`src/rtl/dlcp_pkg.sv`:
```
// Shared types and constants for the digital line column point enumerator.
// Used by the register block, the serial divider and the top level.
package dlcp_pkg;

  localparam int XW     = 16;  // column coordinate
  localparam int YW     = 16;  // emitted y coordinate
  localparam int NUM_W  = 16;  // slope numerator a
  localparam int DEN_W  = 15;  // slope denominator b
  localparam int MU_W   = 32;  // lower bound mu
  localparam int OM_W   = 16;  // thickness omega
  localparam int PROD_W = 32;  // a * x
  localparam int NW     = 34;  // a*x - mu and a*x - mu - omega, signed
  localparam int MW     = NW - 1;  // dividend magnitude
  localparam int QW     = NW + 1;  // floor quotient, signed
  localparam int ADDR_W = 4;
  localparam int DATA_W = 32;

  // register indexes (byte address / 4)
  localparam logic [1:0] REG_SLOPE_NUM   = 2'd0;
  localparam logic [1:0] REG_SLOPE_DEN   = 2'd1;
  localparam logic [1:0] REG_LOWER_BOUND = 2'd2;
  localparam logic [1:0] REG_THICKNESS   = 2'd3;

  typedef struct packed {
    logic signed [NUM_W-1:0] slope_num;
    logic        [DEN_W-1:0] slope_den;
    logic signed [MU_W-1:0]  lower_bound;
    logic        [OM_W-1:0]  thickness;
  } cfg_t;

  typedef struct packed {
    logic                 start;
    logic signed [NW-1:0] dividend;
    logic [DEN_W-1:0]     divisor;
  } div_req_t;

  typedef struct packed {
    logic                 done;
    logic signed [QW-1:0] quot;
  } div_res_t;

  typedef enum logic [2:0] {
    ST_IDLE,
    ST_MUL,
    ST_SUB,
    ST_LOAD,
    ST_DIV_HI,
    ST_DIV_LO,
    ST_RANGE,
    ST_EMIT
  } state_t;

endpackage

```
`src/rtl/dlcp_if.sv`:
```
// Valid/ready channel interfaces: column input and point output.
// Payload widths follow dlcp_pkg.
interface dlcp_col_if;
  logic              valid;
  logic              ready;
  logic signed [15:0] column_x;

  modport source (output valid, output column_x, input ready);
  modport sink   (input valid, input column_x, output ready);
endinterface

interface dlcp_pt_if;
  logic               valid;
  logic               ready;
  logic signed [15:0] point_x;
  logic        [15:0] point_y;
  logic               point_valid;
  logic               last_point;
  logic               truncated;

  modport source (output valid, output point_x, output point_y, output point_valid,
                  output last_point, output truncated, input ready);
  modport sink   (input valid, input point_x, input point_y, input point_valid,
                  input last_point, input truncated, output ready);
endinterface

```
`src/rtl/digital_line_column_points_core.sv`:
```
// Column point enumerator for an arithmetical digital straight line. For each accepted
// column x it returns, lowest y first, every y >= 0 with mu <= a*x - b*y < mu + omega,
// or a single result marked invalid and last when x < 0 or the column is empty; more
// than MAX_POINTS points are cut to the lowest MAX_POINTS, all flagged truncated. A
// column passes the setup steps ST_MUL, ST_SUB and ST_LOAD, two passes of the shared
// serial divider, one range step and then its results in turn, each held while the
// output stalls; a negative column goes straight to its one result. The input is not
// ready while a column is in work. Depends on dlcp_pkg, dlcp_if, dlcp_regs and dlcp_div.
module digital_line_column_points_core #(
  parameter int MAX_POINTS = 64,
  parameter int COORD_BITS = 16
) (
  input  logic                         clk,
  input  logic                         rst,
  dlcp_col_if.sink                     col,
  dlcp_pt_if.source                    pt,
  input  logic                         psel,
  input  logic                         penable,
  input  logic                         pwrite,
  input  logic [dlcp_pkg::ADDR_W-1:0]  paddr,
  input  logic [dlcp_pkg::DATA_W-1:0]  pwdata,
  output logic [dlcp_pkg::DATA_W-1:0]  prdata,
  output logic                         pready
);
  import dlcp_pkg::*;

  localparam int YMAX = (COORD_BITS >= YW) ? (1 << YW) - 1 : (1 << COORD_BITS) - 1;
  localparam int CW   = $clog2(MAX_POINTS + 1);

  cfg_t     cfg;
  div_req_t dreq;
  div_res_t dres;

  state_t state, state_next;

  logic signed [XW-1:0]     x_reg;
  logic signed [PROD_W-1:0] prod;
  logic signed [NW-1:0]     n_hi;
  logic signed [NW-1:0]     n_lo;
  logic signed [QW-1:0]     hi_c;
  logic signed [QW-1:0]     lo_c;
  logic signed [QW-1:0]     lo1;
  logic signed [QW-1:0]     diff;
  logic [YW-1:0]            y_cur;
  logic [CW-1:0]            cnt;
  logic                     pv;
  logic                     trunc;
  logic                     emit_fire;

  logic                     ovalid;
  logic signed [XW-1:0]     ox;
  logic [YW-1:0]            oy;
  logic                     opv;
  logic                     olast;
  logic                     otrunc;

  dlcp_regs u_regs (
    .clk     (clk),
    .rst     (rst),
    .psel    (psel),
    .penable (penable),
    .pwrite  (pwrite),
    .paddr   (paddr),
    .pwdata  (pwdata),
    .prdata  (prdata),
    .pready  (pready),
    .cfg     (cfg)
  );

  dlcp_div u_div (
    .clk (clk),
    .rst (rst),
    .req (dreq),
    .res (dres)
  );

  assign col.ready = (state == ST_IDLE);
  assign emit_fire = (state == ST_EMIT) && (!ovalid || pt.ready);
  assign lo1       = dres.quot + QW'(1);
  assign diff      = hi_c - lo_c;

  assign pt.valid       = ovalid;
  assign pt.point_x     = ox;
  assign pt.point_y     = oy;
  assign pt.point_valid = opv;
  assign pt.last_point  = olast;
  assign pt.truncated   = otrunc;

  always_ff @(posedge clk) begin
    if (rst) begin
      state <= ST_IDLE;
    end else begin
      state <= state_next;
    end
  end

  always_comb begin
    state_next    = state;
    dreq.start    = 1'b0;
    dreq.dividend = n_hi;
    dreq.divisor  = (cfg.slope_den == '0) ? DEN_W'(1) : cfg.slope_den;
    case (state)
      ST_IDLE: begin
        if (col.valid) begin
          state_next = col.column_x[XW-1] ? ST_EMIT : ST_MUL;
        end
      end
      ST_MUL:  state_next = ST_SUB;
      ST_SUB:  state_next = ST_LOAD;
      ST_LOAD: begin
        dreq.start = 1'b1;
        state_next = ST_DIV_HI;
      end
      ST_DIV_HI: begin
        // chain the lower-bound division straight off the first result
        dreq.dividend = n_lo;
        if (dres.done) begin
          dreq.start = 1'b1;
          state_next = ST_DIV_LO;
        end
      end
      ST_DIV_LO: begin
        if (dres.done) begin
          state_next = ST_RANGE;
        end
      end
      ST_RANGE: state_next = ST_EMIT;
      ST_EMIT: begin
        if (emit_fire && cnt == CW'(1)) begin
          state_next = ST_IDLE;
        end
      end
      default: state_next = ST_IDLE;
    endcase
  end

  always_ff @(posedge clk) begin
    case (state)
      ST_IDLE: begin
        x_reg <= col.column_x;
        y_cur <= '0;
        cnt   <= CW'(1);
        pv    <= 1'b0;
        trunc <= 1'b0;
      end
      ST_MUL:  prod <= cfg.slope_num * x_reg;
      ST_SUB:  n_hi <= NW'(prod) - NW'(cfg.lower_bound);
      ST_LOAD: n_lo <= n_hi - NW'(signed'({1'b0, cfg.thickness}));
      ST_DIV_HI: begin
        if (dres.done) begin
          hi_c <= (dres.quot > QW'(YMAX)) ? QW'(YMAX) : dres.quot;
        end
      end
      ST_DIV_LO: begin
        if (dres.done) begin
          lo_c <= lo1[QW-1] ? '0 : lo1;
        end
      end
      ST_RANGE: begin
        if (diff[QW-1]) begin
          // empty column: one invalid result
          y_cur <= '0;
          cnt   <= CW'(1);
          pv    <= 1'b0;
          trunc <= 1'b0;
        end else if (diff >= QW'(MAX_POINTS)) begin
          y_cur <= lo_c[YW-1:0];
          cnt   <= CW'(MAX_POINTS);
          pv    <= 1'b1;
          trunc <= 1'b1;
        end else begin
          y_cur <= lo_c[YW-1:0];
          cnt   <= CW'(diff + QW'(1));
          pv    <= 1'b1;
          trunc <= 1'b0;
        end
      end
      ST_EMIT: begin
        if (emit_fire) begin
          y_cur <= y_cur + YW'(1);
          cnt   <= cnt - CW'(1);
        end
      end
      default: ;
    endcase
  end

  // output register: holds one beat until taken, loads the next one as it leaves
  always_ff @(posedge clk) begin
    if (rst) begin
      ovalid <= 1'b0;
    end else if (emit_fire) begin
      ovalid <= 1'b1;
    end else if (pt.ready) begin
      ovalid <= 1'b0;
    end
  end

  always_ff @(posedge clk) begin
    if (emit_fire) begin
      ox     <= x_reg;
      oy     <= y_cur;
      opv    <= pv;
      olast  <= (cnt == CW'(1));
      otrunc <= trunc;
    end
  end

  a_busy_after_accept: assert property (@(posedge clk) disable iff (rst)
    col.valid && col.ready |=> !col.ready)
    else $error("column accepted while a column is still in work");

  a_more_to_come: assert property (@(posedge clk) disable iff (rst)
    pt.valid && pt.ready && !pt.last_point |-> state == ST_EMIT)
    else $error("non-final point taken with no column in work");

  a_invalid_is_single: assert property (@(posedge clk) disable iff (rst)
    pt.valid && !pt.point_valid |-> pt.last_point && !pt.truncated)
    else $error("invalid result not marked as sole result of its column");

  a_div_done_state: assert property (@(posedge clk) disable iff (rst)
    dres.done |-> state == ST_DIV_HI || state == ST_DIV_LO)
    else $error("divider finished outside a division step");

endmodule

```
`src/rtl/dlcp_regs.sv`:
```
// APB-style configuration registers for the line (a, b, mu, omega).
// Depends on dlcp_pkg for the register map and cfg_t.
module dlcp_regs (
  input  logic                         clk,
  input  logic                         rst,
  input  logic                         psel,
  input  logic                         penable,
  input  logic                         pwrite,
  input  logic [dlcp_pkg::ADDR_W-1:0]  paddr,
  input  logic [dlcp_pkg::DATA_W-1:0]  pwdata,
  output logic [dlcp_pkg::DATA_W-1:0]  prdata,
  output logic                         pready,
  output dlcp_pkg::cfg_t               cfg
);
  import dlcp_pkg::*;

  logic [1:0] idx;
  logic       wr;

  assign idx    = paddr[ADDR_W-1:2];
  assign wr     = psel && penable && pwrite;
  assign pready = 1'b1;

  always_ff @(posedge clk) begin
    if (rst) begin
      cfg.slope_num   <= '0;
      cfg.slope_den   <= DEN_W'(1);
      cfg.lower_bound <= '0;
      cfg.thickness   <= OM_W'(1);
    end else if (wr) begin
      case (idx)
        REG_SLOPE_NUM:   cfg.slope_num   <= pwdata[NUM_W-1:0];
        REG_SLOPE_DEN:   cfg.slope_den   <= pwdata[DEN_W-1:0];
        REG_LOWER_BOUND: cfg.lower_bound <= pwdata[MU_W-1:0];
        REG_THICKNESS:   cfg.thickness   <= pwdata[OM_W-1:0];
        default: ;
      endcase
    end
  end

  always_comb begin
    case (idx)
      REG_SLOPE_NUM:   prdata = {{(DATA_W-NUM_W){cfg.slope_num[NUM_W-1]}}, cfg.slope_num};
      REG_SLOPE_DEN:   prdata = {{(DATA_W-DEN_W){1'b0}}, cfg.slope_den};
      REG_LOWER_BOUND: prdata = cfg.lower_bound;
      REG_THICKNESS:   prdata = {{(DATA_W-OM_W){1'b0}}, cfg.thickness};
      default:         prdata = '0;
    endcase
  end

endmodule

```
`src/rtl/dlcp_div.sv`:
```
// Serial restoring floor divider: signed dividend by positive 15-bit divisor.
// One quotient bit per cycle, then a registered floor correction. Uses dlcp_pkg.
module dlcp_div (
  input  logic               clk,
  input  logic               rst,
  input  dlcp_pkg::div_req_t req,
  output dlcp_pkg::div_res_t res
);
  import dlcp_pkg::*;

  localparam int CNT_W = $clog2(MW + 1);

  logic [MW-1:0]    mag;
  logic [DEN_W-1:0] rem;
  logic [DEN_W-1:0] den;
  logic [CNT_W-1:0] cnt;
  logic             neg;
  logic             run;
  logic             fix;
  logic             done_r;
  logic signed [QW-1:0] quot_r;

  logic [DEN_W:0]   rem_sh;
  logic [DEN_W:0]   rem_sub;
  logic             ge;
  logic [NW-1:0]    abs_dvd;

  assign rem_sh  = {rem, mag[MW-1]};
  assign rem_sub = rem_sh - {1'b0, den};
  assign ge      = rem_sh >= {1'b0, den};
  assign abs_dvd = req.dividend[NW-1] ? -req.dividend : req.dividend;
  assign res     = {done_r, quot_r};

  always_ff @(posedge clk) begin
    if (rst) begin
      run    <= 1'b0;
      fix    <= 1'b0;
      done_r <= 1'b0;
    end else begin
      done_r <= fix;
      fix    <= 1'b0;
      if (req.start) begin
        run <= 1'b1;
      end else if (run && cnt == CNT_W'(1)) begin
        run <= 1'b0;
        fix <= 1'b1;
      end
    end
  end

  always_ff @(posedge clk) begin
    if (req.start) begin
      neg <= req.dividend[NW-1];
      mag <= abs_dvd[MW-1:0];
      rem <= '0;
      den <= req.divisor;
      cnt <= CNT_W'(MW);
    end else if (run) begin
      // shift in the next dividend bit, keep the quotient bit in its place
      rem <= ge ? rem_sub[DEN_W-1:0] : rem_sh[DEN_W-1:0];
      mag <= {mag[MW-2:0], ge};
      cnt <= cnt - CNT_W'(1);
    end
    if (fix) begin
      // round toward minus infinity for a negative dividend
      if (neg) begin
        quot_r <= -QW'(mag) - QW'(rem != '0);
      end else begin
        quot_r <= QW'(mag);
      end
    end
  end

endmodule

```
`src/flat_wrapper.sv`:
```
// flat-port wrapper written by rule: the top's interface ports become plain ports
module digital_line_column_points_core_flat import dlcp_pkg::*;
#(
  parameter int MAX_POINTS = 64,
  parameter int COORD_BITS = 16
)
  (clk, rst, psel, penable, pwrite, paddr, pwdata, prdata, pready, col_valid, col_column_x, col_ready, pt_valid, pt_point_x, pt_point_y, pt_point_valid, pt_last_point, pt_truncated, pt_ready);
  dlcp_col_if col_i ();
  dlcp_pt_if pt_i ();
  input  logic clk;
  input  logic rst;
  input  logic psel;
  input  logic penable;
  input  logic pwrite;
  input  logic [dlcp_pkg::ADDR_W-1:0] paddr;
  input  logic [dlcp_pkg::DATA_W-1:0] pwdata;
  output logic [dlcp_pkg::DATA_W-1:0] prdata;
  output logic pready;
  input wire logic [$bits(col_i.valid)-1:0] col_valid;
  input wire logic [$bits(col_i.column_x)-1:0] col_column_x;
  output wire logic [$bits(col_i.ready)-1:0] col_ready;
  output wire logic [$bits(pt_i.valid)-1:0] pt_valid;
  output wire logic [$bits(pt_i.point_x)-1:0] pt_point_x;
  output wire logic [$bits(pt_i.point_y)-1:0] pt_point_y;
  output wire logic [$bits(pt_i.point_valid)-1:0] pt_point_valid;
  output wire logic [$bits(pt_i.last_point)-1:0] pt_last_point;
  output wire logic [$bits(pt_i.truncated)-1:0] pt_truncated;
  input wire logic [$bits(pt_i.ready)-1:0] pt_ready;
  assign col_i.valid = col_valid;
  assign col_i.column_x = col_column_x;
  assign col_ready = col_i.ready;
  assign pt_valid = pt_i.valid;
  assign pt_point_x = pt_i.point_x;
  assign pt_point_y = pt_i.point_y;
  assign pt_point_valid = pt_i.point_valid;
  assign pt_last_point = pt_i.last_point;
  assign pt_truncated = pt_i.truncated;
  assign pt_i.ready = pt_ready;
  digital_line_column_points_core #(.MAX_POINTS(MAX_POINTS), .COORD_BITS(COORD_BITS)) u_core (.clk(clk), .rst(rst), .col(col_i), .pt(pt_i), .psel(psel), .penable(penable), .pwrite(pwrite), .paddr(paddr), .pwdata(pwdata), .prdata(prdata), .pready(pready));
endmodule
```
`config.mk`:
```
export PLATFORM = sky130hd
export DESIGN_NAME = digital_line_column_points_core_flat
export DESIGN_NICKNAME = d
export VERILOG_FILES = /design/src/rtl/dlcp_pkg.sv /design/src/rtl/dlcp_if.sv /design/src/rtl/digital_line_column_points_core.sv /design/src/rtl/dlcp_regs.sv /design/src/rtl/dlcp_div.sv /design/src/flat_wrapper.sv
export SDC_FILE = /design/constraint.sdc
export NUM_CORES = 2
export LEC_CHECK = 0
export BUFFER_PORTS_ARGS = -buffer_cell sky130_fd_sc_hd__buf_4
export CAP_MARGIN = 20
export CORE_AREA = 2 2 260 262
export DETAILED_ROUTE_END_ITERATION = 8
export DIE_AREA = 0 0 262 264
export PLACE_DENSITY_LB_ADDON = 0.08
export SYNTH_ARGS = -nofsm -noshare
export SYNTH_HDL_FRONTEND = slang
export SYNTH_HIERARCHICAL = 1
export SYNTH_SLANG_ARGS = --single-unit
export TNS_END_PERCENT = 20
```
`constraint.sdc`:
```
create_clock -name clk -period 8.1 [get_ports clk]
set_input_delay 1.62 -clock clk [delete_from_list [all_inputs] [get_ports clk]]
set_output_delay 1.62 -clock clk [all_outputs]
set_load 0.01 [all_outputs]
```
==> impl_results.md <==
- Antenna violations before repair: 0
- WS Path Type: register to register
- Vias after detailed routing: roughly 27,000
- Pwr dens: ~250 nW/µm²
- Largest register FFs: ~80
- Number of fill cells: between 5,000 and 6,000
- Period minus WS final: 7.129 ns
- Largest Register: u_core/u_regs/cfg
- Final setup violating endpoints: 0
- CTS Sinks: 435
- Min-delay src: u_core/pv$_DFFE_PP_
- Via-to-Cell Ratio: 5.673
- Peak Freq: about 140 MHz
- Synthesized instance count: between 3,000 and 4,000
- Top cell type by total area after synthesis: edfxtp_1
- RD Place Congestion: around 0.9
- Clk root buf: clkbuf_16
- DIE WIDTH: between 200 and 300 µm
- Status: finished clean
- GRT Residual Overflow: 0
- Setup Buffers After CTS: 0
- Pins Over Slew Limit: 0
- Clk_skew: approximately 0.042 ns
- Pre-CTS setup slack: between 1 and 1.5 ns
- First-pass GRT wire length: between 100 and 150 mm
- Syn Area/Cell: 9.639 µm²
- Die Y: 264 µm
- CTS clk-pin slew, worst paths: ~0.060 ns
- Setup crit start kind: register
- PostCTS Resize Cnt: 0
- Placed Instances: approximately 4,600
- Number of port buffers: 125
- Rows: 95
- Final antenna-violating net count: 0
- Layout Area Growth over Synthesis: 9.047%
- DR pass1 iterations: 6
- Final wirelength: 89.40 mm
- Starting density of the core: ~54%
- Core Area: around 67,000 µm²
- CP endpoint kind: register
- Synth warn: 6
- Final nets: approximately 4,400
- Syn Std Cell Area: roughly 36,000 µm²
- Final Non-Filler Cells: around 4,700
- Number of CTS-inserted buffers: 50
- Critical path required time: 8.45 ns
- Final Hold Viols: 0
- CTS max path bufs: 3
- Post-synth EDFFs: roughly 330
- Synth top area cells: edfxtp_1, fa_1, ha_1, dfxtp_1, inv_1
- Vias in the first global route: around 28,000
- Yosys cell types: between 90 and 100
- Top-Level Pins: 129
- Hold crit path type: register to register
- Largest net degree at the start of global routing: 96
- Total GRT Usage: about a quarter
- Worst-Margin Slew: around 1.1 ns
- Post-synthesis async set-or-reset flop share: 0%
- Final WS setup: ~0.97 ns
- Share of cells above drive strength 1: a little under a tenth
- Yosys top cell area share: 27.18%
- Top-count cell post-synth: inv_1
- Seq/Total Area, Yosys: between 30% and 40%
- H-tree Lvls: 2
- Die area: ~70,000 µm²
- Residual DRC: 0
- Worst-path fanout max: 18
- Worst Setup SP: u_core/u_regs/cfg[70]$_SDFFE_PP0P_
- Syn_nets: between 4,000 and 5,000
- Yosys reg bits: between 400 and 500
- Post-route clock period utilization: between 80% and 90%
- Max cap viols: 0
- Initial drt markers: around 1,400
- DPL Wire Length: 69.54 mm
- TNS Setup: 0 ns
- Top cells by count, synth: inv_1, edfxtp_1, nand2_1
- CTS tree: built
- Worst skew pair latency: 0.62 ns
- Commonest register cell after synthesis: edfxtp_1
- Max_slew headroom: between 20 and 30%
- Arr. time, crit path: 7.48 ns
- Maximum vdd drop: 0.0001678 V
- # hold bufs at CTS: 0
- Utilization after layout: roughly three fifths
- RSZ-0062 raised after global routing: false
- WL/cell: about 19 µm
- Worst R2R Start: u_core/u_regs/cfg[70]$_SDFFE_PP0P_
- Leak Pwr: about 17 nW
- Largest regs: u_core/u_regs/cfg: 79 flops, u_core/hi_c: 35 flops, u_core/u_div/quot_r: 35 flops
cells by family after synthesis:
kind of cell               share of synthesized area (%)
and+or+nand+nor                                    15.71
AOI/OAI and AO/OA                                  12.12
buffers and inverters                              7.293
adders and majority gates                          22.47
DFF                                                33.09
xor gates and xnor gates                           5.463
muxes                                              3.847
other                                            0.01035
layout by cell type, fill, tap and decap left out, types with 8 or more instances in the layout:
master     count
a211oi_1      24
a21bo_2       15
a21o_1        71
a21oi_1      212
a311oi_1       8
a31oi_1       17
and2_1       146
and3_1        34
buf_4        152
clkbuf_1      14
clkbuf_16     51
clkinv_2      12
dfxtp_1      107
edfxtp_1     328
fa_1         266
ha_1         225
inv_1        528
mux2_2        33
mux2i_1       68
mux4_2        14
nand2_1      300
nand2b_1      90
nand3_1       65
nand4_1       32
nor2_1       223
nor2b_1       46
nor3_1        54
nor4_1        25
o211ai_1      15
o21a_1        27
o21ai_0      155
o21bai_1      18
o31ai_1       29
o41ai_1       11
or2_2         27
or3_1         26
or4_1         10
xnor2_1      117
xor2_1       108
report_power, final:
part	leakage (nW)	total, mW	internal, mW	switching [mW]
combinational	12.3	4.11	1.67	2.44
clock	0.797	2.22	1.26	0.955
sequential	3.89	3.52	3.04	0.477
worst paths after layout:
kind                                                        end  slack, ns  depth (start not counted)
worst min-delay path            u_core/pt.point_valid$_DFFE_PP_       0.43                          0
worst max register to register        u_core/prod[24]$_DFFE_PP_       0.97                         20
worst min register to register  u_core/pt.point_valid$_DFFE_PP_       0.43                          0
worst max-delay path                  u_core/prod[24]$_DFFE_PP_       0.97                         20
stage by stage:
step / hold slack, ns / total power [mW] / area, µm²
6_report: 0.4300 / 9.850 / 39510
2_1_floorplan: 0.4003 / 6.502 / 36230
4_1_cts: 0.4352 / 9.877 / 39480
3_3_place_gp: 0.4005 / 7.493 / 37870
3_5_place_dp: 0.4207 / 7.612 / 37870
5_1_grt: 0.4416 / 10.58 / 39510
critical path: stages, from the launching register on:
cell and delay [ns]:
dfxtp_1 1.02, and2_1 0.27, fa_1 0.39, inv_1 0.09
fa_1 0.42, fa_1 0.52, inv_1 0.05, fa_1 0.48
fa_1 0.55, inv_1 0.07, fa_1 0.54, inv_1 0.04
ha_1 0.34, a21oi_1 0.16, o21a_1 0.19, o21ai_0 0.21
a211oi_1 0.74, nor2_1 0.15, o31ai_1 0.33, a21oi_1 0.14
xor2_1 0.16
layer usage:
metal | share of wire [%] | routed length, µm | vias up | GRT usage (%)
met1 | 42 | 37970 | 13259 | 34.01
met2 | 50 | 44830 | 590 | 46.79
li1 | - | - | 12826 | -
met4 | 3.7 | 3327 | 0 | 9.391
met3 | 3.7 | 3277 | 160 | 2.859
met5 | 0 | 0 | - | 0
cell type report:
cell class	instances	area [µm²]	area share, %
antenna	1	2.502	0.006333
tap	873	1092	2.764
clock inverter	25	245.2	0.6206
timing repair buffer	153	1169	2.958
sequential	435	11990	30.35
clock buffer	68	1370	3.467
multi-input combinational	2645	21650	54.80
inverter	530	1989	5.035
Power figures use the tool's default switching activity.
